[config.mk]
export PLATFORM = sky130hd
export DESIGN_NAME = arrm_cell
export DESIGN_NICKNAME = d
export VERILOG_FILES = /design/src/rtl/arrm_pkg.sv /design/src/rtl/arrm_cell.sv
export SDC_FILE = /design/constraint.sdc
export NUM_CORES = 1
export LEC_CHECK = 0
export BUFFER_PORTS_ARGS = -buffer_cell sky130_fd_sc_hd__buf_2
export CAP_MARGIN = 20
export CORE_MARGIN = 8
export CORE_UTILIZATION = 54
export CTS_CLUSTER_DIAMETER = 50
export DETAILED_ROUTE_END_ITERATION = 10
export PLACE_DENSITY = 0.82
export SYNTH_ARGS = -nofsm -noshare
export SYNTH_HDL_FRONTEND = slang
export SYNTH_SLANG_ARGS = --single-unit
[constraint.sdc]
create_clock -name clk -period 8.2 [get_ports clk]
set_input_delay 2.46 -clock clk [delete_from_list [all_inputs] [get_ports clk]]
set_output_delay 2.46 -clock clk [all_outputs]
set_load 0.02 [all_outputs]
[src/rtl/arrm_pkg.sv]
`default_nettype none
package arrm_pkg;

  localparam int TABLE_DEPTH = 16;
  localparam int CNT_W = $clog2(TABLE_DEPTH + 1);

  typedef enum logic [1:0] {
    ACT_INSERT = 2'd0,
    ACT_APPEND = 2'd1,
    ACT_LOOKUP = 2'd2,
    ACT_NONE   = 2'd3
  } arrm_action_t;

  typedef enum logic [2:0] {
    ST_INSERTED     = 3'd0,
    ST_HIT          = 3'd1,
    ST_OUT_OF_RANGE = 3'd2,
    ST_NO_MATCH     = 3'd3,
    ST_FULL         = 3'd4
  } arrm_status_t;

  typedef enum logic {
    CTL_IDLE,
    CTL_BUSY
  } arrm_ctl_state_t;

  typedef struct packed {
    logic [1:0]  action;
    logic [63:0] region_start;
    logic [63:0] region_size;
    logic [7:0]  target_x;
    logic [7:0]  target_y;
    logic [63:0] lookup_address;
  } arrm_req_t;

  typedef struct packed {
    logic [2:0]  status;
    logic [7:0]  hit_x;
    logic [7:0]  hit_y;
    logic [63:0] placed_start;
  } arrm_rsp_t;

  // token passed along the cell row
  typedef struct packed {
    logic             valid;
    logic             write;
    logic [CNT_W-1:0] remaining;
    logic [63:0]      addr;
    logic [63:0]      size;
    logic [7:0]       x;
    logic [7:0]       y;
    logic             hit;
  } arrm_probe_t;

endpackage
`default_nettype wire

[src/rtl/arrm_cell.sv]
`default_nettype none
module arrm_cell
  import arrm_pkg::*;
(
  input  wire logic        clk,
  input  wire logic        rst,
  input  wire arrm_probe_t probe_in,
  output arrm_probe_t      probe_out
);

  logic [63:0] entry_start;
  logic [63:0] entry_size;
  logic [7:0]  entry_x;
  logic [7:0]  entry_y;

  arrm_probe_t probe_next;
  logic        occupied;
  logic        do_write;
  logic        match;
  logic [63:0] offset;

  always_comb begin
    occupied = (probe_in.remaining != '0);
    do_write = probe_in.valid && probe_in.write && !occupied && !probe_in.hit;
    offset   = probe_in.addr - entry_start;
    match    = probe_in.valid && !probe_in.write && occupied && (offset < entry_size);

    probe_next = probe_in;
    if (occupied) begin
      probe_next.remaining = probe_in.remaining - CNT_W'(1);
    end
    if (do_write) begin
      probe_next.hit = 1'b1;
    end
    if (match) begin
      probe_next.hit = 1'b1;
      probe_next.x   = entry_x;
      probe_next.y   = entry_y;
    end
  end

  always_ff @(posedge clk) begin
    if (do_write) begin
      entry_start <= probe_in.addr;
      entry_size  <= probe_in.size;
      entry_x     <= probe_in.x;
      entry_y     <= probe_in.y;
    end
  end

  always_ff @(posedge clk) begin
    probe_out <= probe_next;
    if (rst) begin
      probe_out.valid <= 1'b0;
    end
  end

endmodule
`default_nettype wire

# Word level (Yosys, flattened, before mapping)
# Cells that the tools add are included.
dict set report totals {
  input_bits 154
  output_inout_bits 152
  elab_cells 29
  reg_bits 296
}
dict set report op_classes {
  reduce_logical 11
  muxes 3
  order_cmp 1
  n_addsub 2
}
# op count
set op_table {}
lappend op_table {{$lt 64x64->1} 1}
lappend op_table {{$sub 64x64->64} 1}
lappend op_table {{$mux 17} 1}
lappend op_table {{$logic_and 1x1->1} 6}
lappend op_table {{$mux 5} 1}
lappend op_table {{$reduce_bool 5->1} 1}
lappend op_table {{$sub 5x1->5 const B} 1}
lappend op_table {{$logic_not 1->1} 3}
lappend op_table {{$reduce_or 2->1} 1}
lappend op_table {{$mux 1} 1}

# Depth between registers and ports, before layout
# Gate-level depths: netlist of run 1.
dict set report depth {
  ltp_word 6
  ltp_mapped 24
  mapped_depth_nobuf 23
}

# Worst setup path before layout of run 1
# No wires, ideal clock.
dict set report synth_timing {
  path_kind {input -> register}
  startpoint {input probe_in[145] (netlist name)}
  endpoint {register entry_size[0] (enable)}
  required_ps 7676
  n_path_buf 0
  setup_slack_ps 992
  arrival_ps 6684
  cell_stages 5
  setup_ps 524
  cell_sequence {inv_1 ha_1 nand2b_1 nor3_1 and4b_1}
}
dict set report synth_via {
  elab_chain_len 4
}
# element line
set synth_rtl {}
lappend synth_rtl {{from (decl)} arrm_cell.sv:7} ;# input wire arrm_probe_t probe_in,
lappend synth_rtl {{$reduce_bool 5->1} arrm_cell.sv:23} ;# occupied = (probe_in.remaining != '0);
lappend synth_rtl {{$logic_not 1->1} arrm_cell.sv:24} ;# do_write = probe_in.valid && probe_in.write && !occupied && !probe_in.hit;
lappend synth_rtl {{$logic_and 1x1->1 (2 in series)} arrm_cell.sv:24}
lappend synth_rtl {{named net do_write} arrm_cell.sv:18} ;# logic do_write;
lappend synth_rtl {{to (signal assigned)} arrm_cell.sv:45} ;# entry_size <= probe_in.size;
lappend synth_rtl {{to (decl)} arrm_cell.sv:12} ;# logic [63:0] entry_size;
# The timed path passes the listed nets, and every way through them passes these cells.
# A chain may end at the register's enable or synchronous reset.

==> run_results.csv, run 1 <==
group,metric,value,unit
route,wl_met3,2.48,mm
sta,timing.final.crit_share,0.902,
route,wl_met1,14.2,mm
synth,synth-seq-cells,296,
grt,antenna_found_initial,3,
clock_tree,clk_pin_slew_worst_paths,0.06,ns
sta,tns,0,ns
route,vias_per_cell,5.36,
clock_tree,cts_made_buffers,31,
worst_setup_path,reg2regPathDepth,21,
worst_setup_path,worst_ep_required_time,8.65,ns
power_and_ir_drop,leakage,0.00771,uW
grt,grt_max_degree,90,
synth,synth_top_family_by_area,"compound AO/OA/AOI/OAI gates",
route,first_iter_violations,615,
floorplan,die_x,174,um
power_and_ir_drop,p_per_area,209,nW/um^2
power_and_ir_drop,ir_worst_vdd,0.173,mV
route,met2_length,15.4,mm
route,ant_nets,0,
sta,setup_viol,0,
synth,synth_mux_area_frac,0.0148,
worst_setup_path,critPathMaxFanout,17,
worst_setup_path,crit_arrival,7.84,ns
route,via_count,9940,
worst_setup_path,critPathLaunchType,"input pin",
clock_tree,cts-root-buf,"clkbuf_16",
job,cap_violations,0,
worst_setup_path,worst_r2r_endpoint,"probe_out[7]",
layout,fin_area,16400,sq um
worst_setup_path,critPathMaxStageDelay,0.82,ns
synth,yosysWarnings,0,
placement,portBuffers,305,
synth,yosys.area.top_type_share,0.320,
grt,grt.total_usage,0.209,
grt,grt_pass1_vias,10100,
synth,synthArstFlopShare,0,
route,drt_pass1_iterations,8,
clock_tree,ctsResizeCount,0,
synth,synth-simple-area-share,0.0750,
grt,grt_pass1_wl,52.2,mm
power_and_ir_drop,p_total,3410,uW
sta,fin_crit,7.40,ns
layout,drive_gt1_frac,0.263,
synth,ys.flop_type,"dfxtp_1",
synth,synth_commonest_cells,"dfxtp_1, inv_1, edfxtp_1, ha_1, a21oi_1",
synth,postSynthAreaPerCell,11.4,sq um
floorplan,core,24900,sq um
synth,ys_seq_area_frac,0.545,
clock_tree,clockBufferDepth,3,
min_path,hold_path.class,"flip-flop to flip-flop",
synth,synth-compound-area-share,0.155,
clock_tree,numClockSinks,296,
synth,synth_area_leaders,"edfxtp_1, dfxtp_1, ha_1",
route,highest_layer,"met4",
clock_tree,ctsHoldBuffers,0,
synth,synth_edf_count,144,
min_path,min_delay_path_depth,1,
synth,synth_fp_nets,1471,
floorplan,rows,58,
route,wirelength,33.1,mm
min_path,hold_start,"entry_x[6]",
sta,hold_viol,0,
run_status,status,"complete, no violations",
floorplan,initial_core_util,0.543,
clock_tree,insertion_delay,0.56,ns
synth,syn_inst,1189,
synth,synthXorXnorAreaFrac,0.0395,
floorplan,die-area,30300,sq um
route,drc,0,
route,wire_per_inst,17.8,um
floorplan,fp.dieH,174,um
synth,yosysTopAreaCell,"edfxtp_1",
clock_tree,cts_setup_buffers,0,
worst_setup_path,cp_common_cell,"a21o_1",
placement,dpl_cell_area,15300,sq um
clock_tree,cts_tree,"done",
synth,syn_area,13500,sq um
floorplan,ios,306,
placement,pre_cts_slack,0.310,ns
layout,areaGrowthSynthToFinish,21.1,%
min_path,min_to,"probe_out[15]",
placement,dpl.hpwl,25.8,mm
grt,grt-ovfl-total,0,
worst_setup_path,reg2reg_slack,2.53,ns
worst_setup_path,critPathKind,"input pin to flip-flop",
worst_setup_path,crit_slowest_cell,"o21ai_2",
sta,fin_ws,0.804,ns
synth,synth_cell_types,78,
sta,fmax,0.135,GHz
sta,worst_clock_skew,0.0149,ns
layout,layout.nets,1779,
sta,rsz0062_at_grt,"no",
sta,slew_headroom,0.308,
worst_setup_path,crit_path_end_kind,"flip-flop",
clock_tree,ctsHtreeMaxLevel,1,
sta,slew_violations,0,
worst_setup_path,r2r-start,"entry_start[0]",
worst_setup_path,worstPathCellList,"buf_2, inv_1, ha_1, inv_1, fa_1, a21o_1, a221oi_2, o311a_1, o31a_1, a31oi_4, o21ai_2, a211oi_2, o31ai_1, xnor2_1, ha_1, a21o_1, a21o_1, a21oi_1, nor2_1, nor3_1, o211ai_1, o21ai_2, mux2_2",
placement,gp_congestion,0.901,
synth,synth_adder_area_share,0.119,
synth,yosysMostFrequentCell,"dfxtp_1",
sta,hold_slack,0.471,ns
sta,tightest_slew,1.04,ns
==> where the power goes <==
group	switching (uW)	total, uW	internal [uW]
Combinational	267	445	178
Sequential	10.8	1610	1600
Clock	581	1360	781
Total	858	3410	2550
==> final cells by class <==
type | count | area [sq um]
Clock buffer | 45 | 910
Multi-Input combinational cell | 712 | 5450
Antenna cell | 3 | 7.51
Inverter | 149 | 559
Timing Repair Buffer | 307 | 1550
Sequential cell | 296 | 7370
Fill cell | 1908 | 8530
Clock inverter | 13 | 105
Tap cell | 330 | 413
==> state kept, by name, indices dropped and copies added (netlist names) <==
register,flops
entry_start,64
entry_x,8
entry_size,64
probe_out,152
entry_y,8
==> layer usage <==
| metal | track usage | vias up |
|---|---|---|
| li1 | - | 4871 |
| met1 | 0.260 | 4651 |
| met2 | 0.348 | 357 |
| met3 | 0.0525 | 61 |
| met4 | 0.0759 | 0 |
| met5 | 0 | - |
==> critical path: cells and delay by family <==
family	cells	cell delay, ns
AOI/OAI and AO/OA	13	3.43
adders and majority gates	3	0.83
muxes	1	0.43
and+or+nand+nor	2	0.28
buffers and inverters	3	0.22
xor gates and xnor gates	1	0.16
==> through the flow <==
step | instances | util
CTS | 1852 | 0.657
detailed placement | 1794 | 0.616
floorplan | 1189 | -
finish | 1855 | 0.657
global placement | 1794 | 0.616
global route | 1855 | 0.657
==> worst max path at each step <==
| stage | startpoint | endpoint | slack (ns) | depth (start not counted) |
|---|---|---|---|---|
| 2_1_floorplan | probe_in[145] | entry_size[0] | 0.99 | 5 |
| 3_3_place_gp | probe_in[81] | probe_out[14] | 0.51 | 23 |
| 3_5_place_dp | probe_in[81] | probe_out[7] | 0.31 | 23 |
| 4_1_cts | probe_in[81] | probe_out[1] | 0.86 | 23 |
| 5_1_grt | probe_in[81] | probe_out[2] | 0.44 | 23 |
| 6_report | probe_in[81] | probe_out[7] | 0.80 | 23 |
==> cell families after synthesis <==
group,Yosys count
flip-flops,296
adder cells (fa/ha/maj),128
multiplexers,18
AO/OA/AOI/OAI,303
AND/OR/NAND/NOR,202
XOR/XNOR,61
buffers and inverters,181
==> cells in the final DEF (no fill, tap or decap), types with 7 or more instances in the layout <==
master / count
buf_2: 305
dfxtp_1: 152
inv_1: 149
edfxtp_1: 144
ha_1: 127
a21oi_1: 90
a21o_1: 78
nand2_1: 58
nor2_1: 41
xnor2_1: 39
clkbuf_16: 32
o21ai_0: 28
nand4_1: 26
o21bai_1: 25
xor2_1: 22
nand3_1: 21
mux2_2: 16
o21a_1: 12
and3_1: 10
nor3_1: 10
o211ai_1: 8
a211oi_1: 7
clkbuf_1: 7
No activity file was read; power rests on OpenSTA's default activity.
==> run 2: changes to the inputs <==
CORE_UTILIZATION = 56   (was 54)
CTS_BUF_LIST = sky130_fd_sc_hd__clkbuf_4 sky130_fd_sc_hd__clkbuf_8   (was not set)
PLACE_DENSITY = 0.84   (was 0.82)
==> run_results.csv, run 2 (synthesized netlist as in run 1, its figures left out) <==
group,metric,value,unit
clock_tree,clockBufferDepth,3,
placement,gp_congestion,0.916,
layout,fillers,1822,
floorplan,initial_core_util,0.562,
route,wirelength,33.5,mm
sta,worst_clock_skew,0.0234,ns
clock_tree,cts_tree,"done",
clock_tree,clk_pin_slew_worst_paths,0.06,ns
route,drt_pass1_iterations,7,
clock_tree,ctsHoldBuffers,0,
sta,fmax,0.136,GHz
sta,tns,0,ns
layout,drive_gt1_frac,0.282,
clock_tree,cts_made_buffers,47,
route,vias_per_cell,5.34,
worst_setup_path,crit_path_end_kind,"flip-flop",
power_and_ir_drop,p_seq_frac,0.472,
power_and_ir_drop,p_sw_frac,0.251,
clock_tree,cts-root-buf,"clkbuf_8",
sta,fin_ws,0.826,ns
worst_setup_path,crit_arrival,7.81,ns
run_status,status,"complete, no violations",
route,ant_nets,0,
grt,grt_pass1_wl,52.0,mm
layout,layout.nets,1795,
power_and_ir_drop,p_per_area,208,nW/um^2
sta,fin_crit,7.37,ns
power_and_ir_drop,ir_worst_vdd,0.187,mV
clock_tree,insertion_delay,0.56,ns
clock_tree,ctsHtreeMaxLevel,2,
layout,reg.largest.list,"probe_out (152), entry_size (64), entry_start (64)",
route,first_iter_violations,536,
layout,largest_register_ffs,152,
placement,dpl.hpwl,25.7,mm
worst_setup_path,worst_ep_required_time,8.64,ns
clock_tree,ctsResizeCount,0,
grt,grt-ovfl-total,0,
power_and_ir_drop,power.switching,854,uW
placement,dpl_cell_area,15300,sq um
floorplan,ios,306,
power_and_ir_drop,pwr-share-comb,0.131,
floorplan,die-area,29400,sq um
grt,grt_max_degree,123,
floorplan,core,24000,sq um
route,wire_per_inst,17.9,um
layout,top_register,"probe_out",
route,wl_met1,14.0,mm
floorplan,die_x,171,um
layout,final_cell_mix,"buf_2, dfxtp_1, inv_1",
sta,slew_violations,0,
layout,final_common_cell,"buf_2",
sta,setup_viol,0,
sta,slew_headroom,0.332,
grt,antenna_found_initial,3,
placement,pre_cts_slack,0.251,ns
sta,tightest_slew,1.00,ns
route,wl_met3,2.59,mm
worst_setup_path,critPathKind,"input pin to flip-flop",
grt,grt_pass1_vias,10200,
power_and_ir_drop,p_total,3410,uW
route,via_count,10000,
layout,fin_area,16400,sq um
sta,hold_slack,0.469,ns
worst_setup_path,critPathMaxFanout,17,
clock_tree,numClockSinks,296,
grt,grt.total_usage,0.222,
layout,areaGrowthSynthToFinish,21.3,%
clock_tree,cts_setup_buffers,0,
sta,timing.final.crit_share,0.899,
floorplan,rows,57,
placement,portBuffers,305,
route,met2_length,16.1,mm
route,highest_layer,"met4",
job,cap_violations,0,
power_and_ir_drop,p_clk_frac,0.397,
sta,hold_viol,0,
floorplan,fp.dieH,171,um
sta,rsz0062_at_grt,"no",
power_and_ir_drop,p_int,2550,uW
worst_setup_path,critPathLaunchType,"input pin",
min_path,hold_path.class,"flip-flop to flip-flop",
power_and_ir_drop,leakage,0.00778,uW
route,drc,0,
[run 2: cell types whose count changed in the layout (fill, tap and decap cells not counted), sizes merged]
cell	change
clkinv	+6
bufinv	+2
clkbuf	+28
inv	-6
clkinvlp	-1
[run 2: path summary, 6_finish.rpt]
path / from / endpoint / depth (start not counted) / slack (ns)
worst max-delay path: probe_in[81] / probe_out[16] / 23 / 0.83
worst min-delay path: entry_y[0] / probe_out[1] / 1 / 0.47
worst max register to register: entry_start[0] / probe_out[16] / 21 / 2.56
worst min register to register: entry_y[0] / probe_out[1] / 1 / 0.47
[run 2: through the flow]
stage                      util  cells
after floorplan               -   1189
after global placement    0.638   1788
after detailed placement  0.638   1788
after CTS                 0.682   1875
after global routing      0.682   1878
final                     0.682   1878
[run 2: power by group through the flow]
stage / logic (uW) / clock network, uW / registers [uW]
after floorplan: 220 / 0 / 1700
final: 446 / 1350 / 1610
after global routing: 488 / 1460 / 1610
after CTS: 445 / 1380 / 1610
after global placement: 433 / 0 / 1640
after detailed placement: 441 / 0 / 1640
[run 2: final cells by class]
type,instances,area [sq um],area share
antenna,3,7.51,0.000458
clock buffer,73,911,0.0556
clock inverter,14,138,0.00840
inverter,149,559,0.0341
multi-input combinational,712,5450,0.332
sequential,296,7370,0.449
tap,324,405,0.0247
timing repair buffer,307,1550,0.0948
[run 2: worst max-delay path: stages]
cell and delay (ns):
buf_2 0.11, inv_1 0.05, ha_1 0.16, inv_1 0.06
fa_1 0.39, a21o_1 0.20, a221oi_2 0.40, o311a_1 0.29
o31a_1 0.29, a31oi_4 0.15, o21ai_2 0.25, a211oi_2 0.13
o31ai_1 0.33, xnor2_1 0.16, ha_1 0.26, a21o_1 0.16
a21o_1 0.17, a21oi_1 0.15, nor2_1 0.05, nor3_1 0.23
o211ai_1 0.15, o21ai_2 0.79, mux2_2 0.42
[run 2: layer usage]
metal,vias to the layer above,GRT usage
met5,-,0
met4,0,0.0820
met3,64,0.0569
met2,378,0.372
met1,4688,0.274
li1,4907,-
==> run 3: changes to the inputs <==
ABC_AREA = 1   (was not set)
CORE_UTILIZATION = 57   (was 56)
PLACE_DENSITY = 0.85   (was 0.84)
==> run_results.csv, run 3 <==
group,metric,value,unit
sta,tns,0,ns
route,first_iter_violations,1085,
synth,syn_inst,1720,
sta,slew_violations,0,
min_path,min_to,"probe_out[6]",
synth,synthArstFlopShare,0,
route,via_count,12800,
clock_tree,ctsHoldBuffers,0,
route,highest_layer,"met4",
grt,grt_pass1_vias,12700,
synth,postSynthAreaPerCell,8.58,sq um
synth,synth_commonest_cells,"nand2_1, inv_1, dfxtp_1, edfxtp_1, nor2_1",
route,wirelength,44.3,mm
placement,dpl.hpwl,36.3,mm
worst_setup_path,reg2regPathDepth,23,
clock_tree,numClockSinks,296,
synth,yosysTopAreaCell,"edfxtp_1",
floorplan,die-area,31300,sq um
layout,drive_gt1_frac,0.219,
layout,final_common_cell,"nand2_1",
sta,rsz0062_at_grt,"no",
grt,antenna_found_initial,0,
sta,timing.final.crit_share,0.692,
worst_setup_path,crit_arrival,6.12,ns
route,wl_met1,19.4,mm
grt,grt_max_degree,77,
sta,setup_viol,0,
sta,fin_crit,5.67,ns
route,met2_length,19.5,mm
placement,pre_cts_slack,2.09,ns
synth,synth_fp_nets,2002,
worst_setup_path,critPathLaunchType,"input pin",
clock_tree,clockBufferDepth,3,
route,wire_per_inst,18.1,um
layout,fillers,2091,
clock_tree,insertion_delay,0.56,ns
synth,synthXorXnorAreaFrac,0.0243,
worst_setup_path,worst_r2r_endpoint,"probe_out[1]",
layout,largest_register_ffs,152,
clock_tree,ctsHtreeMaxLevel,2,
grt,grt-ovfl-total,0,
synth,yosys.area.top_type_share,0.293,
synth,synth_adder_area_share,0.109,
route,drt_pass1_iterations,5,
min_path,hold_start,"entry_y[5]",
min_path,hold_path.class,"flip-flop to flip-flop",
synth,synth_area_leaders,"edfxtp_1, dfxtp_1, nand2_1",
clock_tree,cts_made_buffers,46,
sta,fin_ws,2.53,ns
grt,grt_pass1_wl,68.2,mm
floorplan,ios,306,
floorplan,fp.dieH,177,um
layout,layout.nets,2354,
power_and_ir_drop,ir_worst_vdd,0.200,mV
synth,ys.flop_type,"dfxtp_1",
clock_tree,cts_tree,"done",
worst_setup_path,worst_ep_required_time,8.65,ns
min_path,min_delay_path_depth,2,
job,cap_violations,0,
route,wl_met3,4.61,mm
synth,yosysWarnings,0,
clock_tree,cts-root-buf,"clkbuf_8",
floorplan,initial_core_util,0.573,
synth,ys_seq_area_frac,0.499,
synth,yosysMostFrequentCell,"nand2_1",
synth,syn_area,14800,sq um
worst_setup_path,critPathMaxFanout,17,
grt,grt.total_usage,0.278,
worst_setup_path,r2r-start,"entry_start[6]",
sta,hold_viol,0,
layout,diodes,0,
layout,reg.largest.list,"probe_out (152), entry_size (64), entry_start (64)",
placement,placed_cells,2359,
layout,final_cell_mix,"nand2_1, inv_1, buf_2",
synth,synth_cell_types,42,
placement,gp_congestion,1.02,
floorplan,core,25800,sq um
floorplan,die_x,177,um
layout,top_register,"probe_out",
worst_setup_path,reg2reg_slack,4.19,ns
clock_tree,cts_setup_buffers,0,
layout,fin_cells,2445,
worst_setup_path,critPathKind,"input pin to flip-flop",
clock_tree,clk_pin_slew_worst_paths,0.06,ns
synth,synth-compound-area-share,0.0650,
synth,synth_edf_count,144,
power_and_ir_drop,p_per_area,193,nW/um^2
sta,tightest_slew,1.00,ns
synth,synth-simple-area-share,0.217,
clock_tree,ctsResizeCount,0,
layout,areaGrowthSynthToFinish,20.0,%
sta,fmax,0.176,GHz
sta,worst_clock_skew,0.0111,ns
synth,synth_top_family_by_area,"simple AND/OR/NAND/NOR gates",
route,ant_nets,0,
run_status,status,"complete, no violations",
placement,portBuffers,305,
route,vias_per_cell,5.22,
route,drc,0,
worst_setup_path,crit_path_end_kind,"flip-flop",
power_and_ir_drop,p_total,3420,uW
sta,slew_headroom,0.330,
synth,synth_mux_area_frac,0,
floorplan,rows,59,
synth,synth-seq-cells,296,
power_and_ir_drop,leakage,0.00898,uW
## run 3: kinds of logic after synthesis
| family | Yosys count |
|---|---|
| XOR/XNOR | 41 |
| adder cells (fa/ha/maj) | 128 |
| buffers and inverters | 329 |
| AND/OR/NAND/NOR | 745 |
| flip-flops | 296 |
| AO/OA/AOI/OAI | 181 |
## run 3: layout make-up
type	instances	area [sq um]	area share
Sequential cell	296	7370	0.416
Multi-Input combinational cell	1095	6150	0.347
Timing Repair Buffer	307	1540	0.0870
Inverter	326	1230	0.0694
Clock buffer	67	828	0.0468
Tap cell	335	419	0.0237
Clock inverter	19	184	0.0104
## run 3: metrics by stage
step	util	hold slack (ns)	area, sq um
final	0.688	0.468	17700
after global routing	0.688	0.499	17700
after CTS	0.688	0.471	17700
after detailed placement	0.648	0.458	16700
after global placement	0.648	0.455	16700
after floorplan	-	0.446	14800
## run 3: routing by layer
metal / global-route usage / vias up
met1: 0.383 / 5918
met5: 0 / -
met4: 0.0690 / 0
li1: - / 6218
met3: 0.0698 / 55
met2: 0.434 / 573
## run 3: worst max-delay path, stage by stage
cell and delay [ns]:
buf_2 0.12, ha_1 0.35, a21oi_1 0.37, nand3_2 0.27, nand2_1 0.11, nand2_1 0.10
nand2_1 0.09, nand2_2 0.11, nand2_1 0.11, nand2_1 0.06, nand2_1 0.07, nand2_1 0.14
ha_1 0.33, a21oi_1 0.14, o21ai_0 0.11, nand2_1 0.11, nand4_1 0.20, nor2_1 0.15
nand2_1 0.19, clkinv_4 0.20, nand2_8 0.12, nand2_1 0.11, nand2_1 0.07
## run 3: report_power, final
part | internal [uW] | switching, uW | total, uW
sequential | 1590 | 11.1 | 1610
combinational | 159 | 325 | 484
clock | 753 | 577 | 1330
total | 2510 | 912 | 3420
## run 3: worst max path at each step
stage                              from             to  slack [ns]  depth (start not counted)
after global routing       probe_in[81]   probe_out[1]        2.28                         28
after CTS                  probe_in[81]   probe_out[1]        2.66                         28
after detailed placement   probe_in[81]   probe_out[2]        2.09                         28
after global placement     probe_in[81]  probe_out[14]        2.12                         28
after floorplan           probe_in[145]  entry_size[0]        0.34                          4
final                      probe_in[87]   probe_out[1]        2.53                         23
